File: config.mk
export PLATFORM = sky130hd
export DESIGN_NAME = dpwl_scan
export DESIGN_NICKNAME = d
export VERILOG_FILES = /design/src/hw/rtl/dpwl_pkg.sv /design/src/hw/rtl/dpwl_scan.sv
export SDC_FILE = /design/constraint.sdc
export NUM_CORES = 1
export LEC_CHECK = 0
export BUFFER_PORTS_ARGS = -buffer_cell sky130_fd_sc_hd__buf_2
export CORE_MARGIN = 4
export CORE_UTILIZATION = 31
export DETAILED_ROUTE_END_ITERATION = 8
export PLACE_DENSITY_LB_ADDON = 0.08
export SYNTH_ARGS = -nofsm -noshare
export SYNTH_HDL_FRONTEND = slang
export SYNTH_SLANG_ARGS = --single-unit
File: constraint.sdc
create_clock -name clk -period 4.5 [get_ports clk]
set_clock_uncertainty 0.1 [all_clocks]
set_input_delay 0.9 -clock clk [delete_from_list [all_inputs] [get_ports clk]]
set_output_delay 0.9 -clock clk [all_outputs]
set_load 0.02 [all_outputs]
File: src/hw/rtl/dpwl_pkg.sv
// dpwl_pkg: shared constants, types and helper functions of the dual pool
// wear leveling core. No dependencies; used by every other file of the block.

package dpwl_pkg;

  // sizing
  localparam int NUM_BLOCKS  = 1024;
  localparam int COUNT_WIDTH = 16;
  localparam int IDX_W       = $clog2(NUM_BLOCKS);
  localparam int SCAN_W      = $clog2(NUM_BLOCKS + 1);

  // word field widths
  localparam int KIND_W      = 2;
  localparam int BLK_W       = 10;
  localparam int CNT_FIELD_W = 16;
  localparam int THR_W       = 16;
  localparam int BIU_W       = 11;
  localparam int CFG_IDX_W   = 8;
  localparam int CFG_DATA_W  = 16;

  // register reset values
  localparam logic [THR_W-1:0] THR_RESET = THR_W'(16);
  localparam logic [BIU_W-1:0] BIU_RESET = BIU_W'(1024);

  // item kinds
  localparam logic [KIND_W-1:0] KIND_ERASE  = 2'd0;
  localparam logic [KIND_W-1:0] KIND_ASSIGN = 2'd1;
  localparam logic [KIND_W-1:0] KIND_EVAL   = 2'd2;

  // configuration register indexes
  localparam logic [CFG_IDX_W-1:0] REG_THRESHOLD     = 8'd0;
  localparam logic [CFG_IDX_W-1:0] REG_BLOCKS_IN_USE = 8'd1;

  // entry update operations
  localparam int OP_W = 3;
  localparam logic [OP_W-1:0] OP_ERASE    = 3'd0;
  localparam logic [OP_W-1:0] OP_ASSIGN   = 3'd1;
  localparam logic [OP_W-1:0] OP_MIG_HOT  = 3'd2;
  localparam logic [OP_W-1:0] OP_MIG_COLD = 3'd3;
  localparam logic [OP_W-1:0] OP_SET_HOT  = 3'd4;
  localparam logic [OP_W-1:0] OP_SET_COLD = 3'd5;

  typedef logic [IDX_W-1:0]       idx_t;
  typedef logic [COUNT_WIDTH-1:0] cnt_t;

  // one block entry of the state memory
  typedef struct packed {
    cnt_t erase;
    cnt_t recent;
    logic pool;
  } entry_t;

  localparam entry_t ENTRY_RESET = '{erase: '0, recent: '0, pool: 1'b1};

  // running extremes of one pool
  typedef struct packed {
    logic any;
    cnt_t max_v;
    cnt_t min_v;
    cnt_t max_rv;
    cnt_t min_rv;
    idx_t max_b;
    idx_t min_b;
    idx_t max_rb;
  } pool_scan_t;

  // scan results handed from the scan unit to the sequencer
  typedef struct packed {
    pool_scan_t hot;
    pool_scan_t cold;
    cnt_t       gmax;
    cnt_t       gmin;
  } scan_res_t;

  // one result word
  typedef struct packed {
    logic             migrate;
    logic [BLK_W-1:0] migrate_hot_block;
    logic [BLK_W-1:0] migrate_cold_block;
    logic             cold_adjust;
    logic [BLK_W-1:0] cold_adjust_block;
    logic             hot_adjust;
    logic [BLK_W-1:0] hot_adjust_block;
    logic [CNT_FIELD_W-1:0] max_erase;
    logic [CNT_FIELD_W-1:0] min_erase;
  } res_t;

  function automatic cnt_t sat_inc(cnt_t v);
    return (v == '1) ? v : v + cnt_t'(1);
  endfunction

  // read-modify-write of one entry
  function automatic entry_t apply_op(entry_t e, logic [OP_W-1:0] op, logic pool);
    entry_t r;
    r = e;
    unique case (op)
      OP_ERASE: begin
        r.erase  = sat_inc(e.erase);
        r.recent = sat_inc(e.recent);
      end
      OP_ASSIGN:   r.pool = pool;
      OP_MIG_HOT: begin
        r.erase  = sat_inc(e.erase);
        r.recent = '0;
        r.pool   = 1'b0;
      end
      OP_MIG_COLD: begin
        r.erase  = sat_inc(e.erase);
        r.recent = sat_inc(e.recent);
        r.pool   = 1'b1;
      end
      OP_SET_HOT:  r.pool = 1'b1;
      OP_SET_COLD: r.pool = 1'b0;
      default:     r = e;
    endcase
    return r;
  endfunction

  // fold one block into a pool's extremes
  function automatic pool_scan_t scan_add(pool_scan_t s, idx_t b, cnt_t e, cnt_t r);
    pool_scan_t n;
    n = s;
    if (!s.any) begin
      n.any    = 1'b1;
      n.max_v  = e;
      n.min_v  = e;
      n.max_rv = r;
      n.min_rv = r;
      n.max_b  = b;
      n.min_b  = b;
      n.max_rb = b;
    end else begin
      if (e > s.max_v) begin
        n.max_v = e;
        n.max_b = b;
      end
      if (e <= s.min_v) begin
        n.min_v = e;
        n.min_b = b;
      end
      if (r > s.max_rv) begin
        n.max_rv = r;
        n.max_rb = b;
      end
      if (r <= s.min_rv) n.min_rv = r;
    end
    return n;
  endfunction

  // index to block field, zero extended or truncated
  function automatic logic [BLK_W-1:0] to_blk_field(idx_t b);
    logic [IDX_W+BLK_W-1:0] w;
    w = {{BLK_W{1'b0}}, b};
    return w[BLK_W-1:0];
  endfunction

  // block field to memory index
  function automatic idx_t blk_to_idx(logic [BLK_W-1:0] b);
    logic [IDX_W+BLK_W-1:0] w;
    w = {{IDX_W{1'b0}}, b};
    return w[IDX_W-1:0];
  endfunction

  // count to result count field
  function automatic logic [CNT_FIELD_W-1:0] to_count_field(cnt_t c);
    logic [COUNT_WIDTH+CNT_FIELD_W-1:0] w;
    w = {{CNT_FIELD_W{1'b0}}, c};
    return w[CNT_FIELD_W-1:0];
  endfunction

endpackage

File: src/hw/rtl/dpwl_scan.sv
// dpwl_scan: accumulates per-pool and global extremes over the entries read
// during an evaluation sweep. Depends on dpwl_pkg.

module dpwl_scan (
  input  logic                 clk,
  input  logic                 rst_n,
  input  logic                 clear,
  input  logic                 in_vld,
  input  dpwl_pkg::idx_t       in_idx,
  input  dpwl_pkg::entry_t     in_entry,
  output dpwl_pkg::scan_res_t  res
);

  dpwl_pkg::pool_scan_t hot_r, hot_nxt;
  dpwl_pkg::pool_scan_t cold_r, cold_nxt;
  dpwl_pkg::cnt_t       gmax_r, gmax_nxt;
  dpwl_pkg::cnt_t       gmin_r, gmin_nxt;
  logic                 first;

  assign first = !(hot_r.any || cold_r.any);

  // fold the incoming entry into its pool and the global extremes
  always_comb begin
    hot_nxt  = hot_r;
    cold_nxt = cold_r;
    gmax_nxt = gmax_r;
    gmin_nxt = gmin_r;
    if (clear) begin
      hot_nxt.any  = 1'b0;
      cold_nxt.any = 1'b0;
    end else if (in_vld) begin
      if (in_entry.pool) begin
        hot_nxt = dpwl_pkg::scan_add(hot_r, in_idx, in_entry.erase, in_entry.recent);
      end else begin
        cold_nxt = dpwl_pkg::scan_add(cold_r, in_idx, in_entry.erase, in_entry.recent);
      end
      if (first || in_entry.erase > gmax_r) gmax_nxt = in_entry.erase;
      if (first || in_entry.erase < gmin_r) gmin_nxt = in_entry.erase;
    end
  end

  always_ff @(posedge clk) begin
    if (!rst_n) begin
      hot_r  <= '0;
      cold_r <= '0;
    end else begin
      hot_r  <= hot_nxt;
      cold_r <= cold_nxt;
    end
  end

  always_ff @(posedge clk) begin
    gmax_r <= gmax_nxt;
    gmin_r <= gmin_nxt;
  end

  assign res = '{hot: hot_r, cold: cold_r, gmax: gmax_r, gmin: gmin_r};

endmodule

==> flow_summary.yaml <==
run_status:
  status: "complete, no violations"
worst_setup_path:
  r2r_setup_slack_ps: 1740
  startpoint: "in_entry[26]"
  r2r_start: "res[198]"
  endpoint_kind: "flip-flop"
  reg2reg_to: "res[192]"
  cp.arrival_ps: 3270
  worstPathCellList: "buf_2 -> ha_1 -> a21oi_1 -> nor2_1 -> a211oi_1 -> o21ai_0 -> o22ai_4 -> buf_4 -> mux2i_1"
  crit_path_start_kind: "input pin"
  cp_slowest_cell: "buf_4"
  endpoint: "res[192]"
  critPathKind: "in2reg"
  cp_max_fo: 26
  cp_data_required_time_ps: 4860
  slowest_delay_ps: 480
  ff2ff_path_depth: 9
power_and_ir_drop:
  powerDensity_mw_per_mm2: 349
  vdd_drop_max_uv: 250
  p_leak_nw: 6.42
yosys:
  syn_inst: 1275
  syn_nets: 1481
  synth_flop_cell: "dfxtp_1"
  synth_seq_cells: 222
  yosys.area.top_type: "dfxtp_1"
  netlist.area_leader.share_pct: 32.1
  synthTopCellsByArea: "dfxtp_1 (32%), ha_1 (17%), mux2i_1 (16%), nand2_1 (8.6%), edfxtp_1 (8.1%)"
  ys_warn_count: 0
  seq_area_frac_synth_pct: 40.2
  synth_edf_count: 32
  syn_area_mm2: 0.0119
  synth.avg_cell_area_um2: 9.30
  ys_async_sr_fraction_pct: 0
  synth_cell_types: 41
routing:
  vias_per_cell: 4.65
  drc: 0
  vias: 9616
  antenna_left: 0
  initialDrtViolationCount: 391
  wl_um: 39100
  routedWlPerCell_um: 18.9
  dr.pass1.iters: 4
sta:
  setup_tns_ps: 0
  drv_slew: 0
  timing.final.crit_share_pct: 64.6
  fmax_mhz: 344
  setup_viol_count_final: 0
  min_period_ps: 2910
  finalWorstSetupSlack_ps: 1590
  tightestPinTransition_ps: 801
  hold_slack_ps: 352
  relSlewSlack_pct: 46.6
  rsz0062_at_grt: "false"
  hold_viol_final: 0
grt:
  antenna_found_initial: 1
  grt_max_degree: 84
  grt_pass1_wl_um: 59200
  grt_pass1_vias: 9572
  grt_remaining_overflow: 0
  track_usage_pct: 18.3
final_layout:
  n_fill_cell: 3949
  most-common-layout-cells: "nand2_1 (270), buf_2 (267), dfxtp_1 (190)"
  area_delta_synth_final_pct: 23.7
  drive_above_1_share_pct: 21.7
  final_common_cell: "nand2_1"
  final_nets: 1749
  fin_util_pct: 38.9
  layoutNonFillerInstCount: 2069
  diodes: 0
placement:
  pre_cts_ws_ps: 1080
  dp.cells: 2025
  dpl.hpwl_um: 30100
  port_buffers: 268
  gp_congestion: 0.846
clock_tree:
  hold_buffers: 0
  ctsResizeCount: 0
  clkTransAtPathRegs_ps: 60
  cts_root_buf: "clkbuf_16"
  cts_sinks: 222
  post_cts_buffers: 0
  cts_tree: "built"
  cts_made_buffers: 27
  insertion_delay_ps: 540
  clockBufferDepth: 3
  htreeDepth: 1
floorplan:
  core_mm2: 0.0377
  rows: 71
  num_io_pins: 269
  chipWidth_um: 204
  die_h_um: 204
  die-area_mm2: 0.0414
  start_util_pct: 31.5
min_path:
  hold_class: "reg2reg"
run:
  cap_violations: 0
-- power by group --
| group | internal (mW) | leakage (nW) | switching [mW] |
|---|---|---|---|
| clock network | 1.31 | 0.434 | 0.862 |
| registers | 2.10 | 1.84 | 0.0652 |
| logic | 0.277 | 4.14 | 0.507 |
| total | 3.68 | 6.42 | 1.43 |
-- metrics by stage --
stage | cell area [um2] | total power, mW
3_3_place_gp | 13800 | 3.00
4_1_cts | 14700 | 5.20
6_report | 14700 | 5.12
5_1_grt | 14700 | 5.37
2_1_floorplan | 11900 | 2.69
3_5_place_dp | 13800 | 3.00
-- cell usage after synthesis, types with 10 or more instances --
cell type  number
edfxtp_1       32
inv_1         162
nand2_1       270
o21ai_0        24
nand4_1        16
a21oi_1        67
dfxtp_1       190
mux2i_1       188
clkbuf_1       26
nor2b_1        10
ha_1          159
a21o_1         11
nand3_1        21
nor2_1         18
buf_4          11
-- layout make-up --
| cell class | count | area, um2 | area share [%] |
|---|---|---|---|
| timing repair buffer | 286 | 1500 | 10.2 |
| inverter | 162 | 608 | 4.15 |
| multi-input combinational | 844 | 6280 | 42.9 |
| sequential | 222 | 4760 | 32.5 |
| clock inverter | 8 | 90.1 | 0.615 |
| clock buffer | 36 | 774 | 5.28 |
| tap | 511 | 639 | 4.36 |
-- sequential cells by signal (all words and copies together), names as in the netlist --
register / count
gmin_r: 16
res: 190
gmax_r: 16
-- kinds of logic (layout without fill, tap and decap cells) --
group           Yosys count  after routing  share of synthesized area [%]
flops                   222            222                           40.2
mux                     188            188                           15.9
buf+inv                 209            492                           7.18
fa+ha+maj               159            159                           16.8
simple gates            358            358                           12.7
compound gates          139            139                           7.26
-- how the worst min path moves through the flow --
stage	cells after the start	start	end
final	2	res[135]	res[135]
after global routing	2	res[32]	res[32]
after CTS	2	res[135]	res[135]
after detailed placement	2	res[41]	res[41]
after global placement	2	res[61]	res[61]
after floorplan	2	res[127]	res[127]
-- metal layers --
layer  vias to the layer above  wire length [um]  GRT usage, %
met5                         -                13             0
met4                         2               661          3.76
met3                        40              2390          3.78
met2                       197             17200          28.6
met1                      4527             18900          26.4
li1                       4850                 -             -
-- critical path, delay by kind of cell --
kind                     cells  cell delay [ps]
AO/OA/AOI/OAI                4             1050
buffers and inverters        2              650
adder cells (fa/ha/maj)      1              330
multiplexers                 1              250
AND/OR/NAND/NOR              1               50
(Power assumes the default switching activity.)
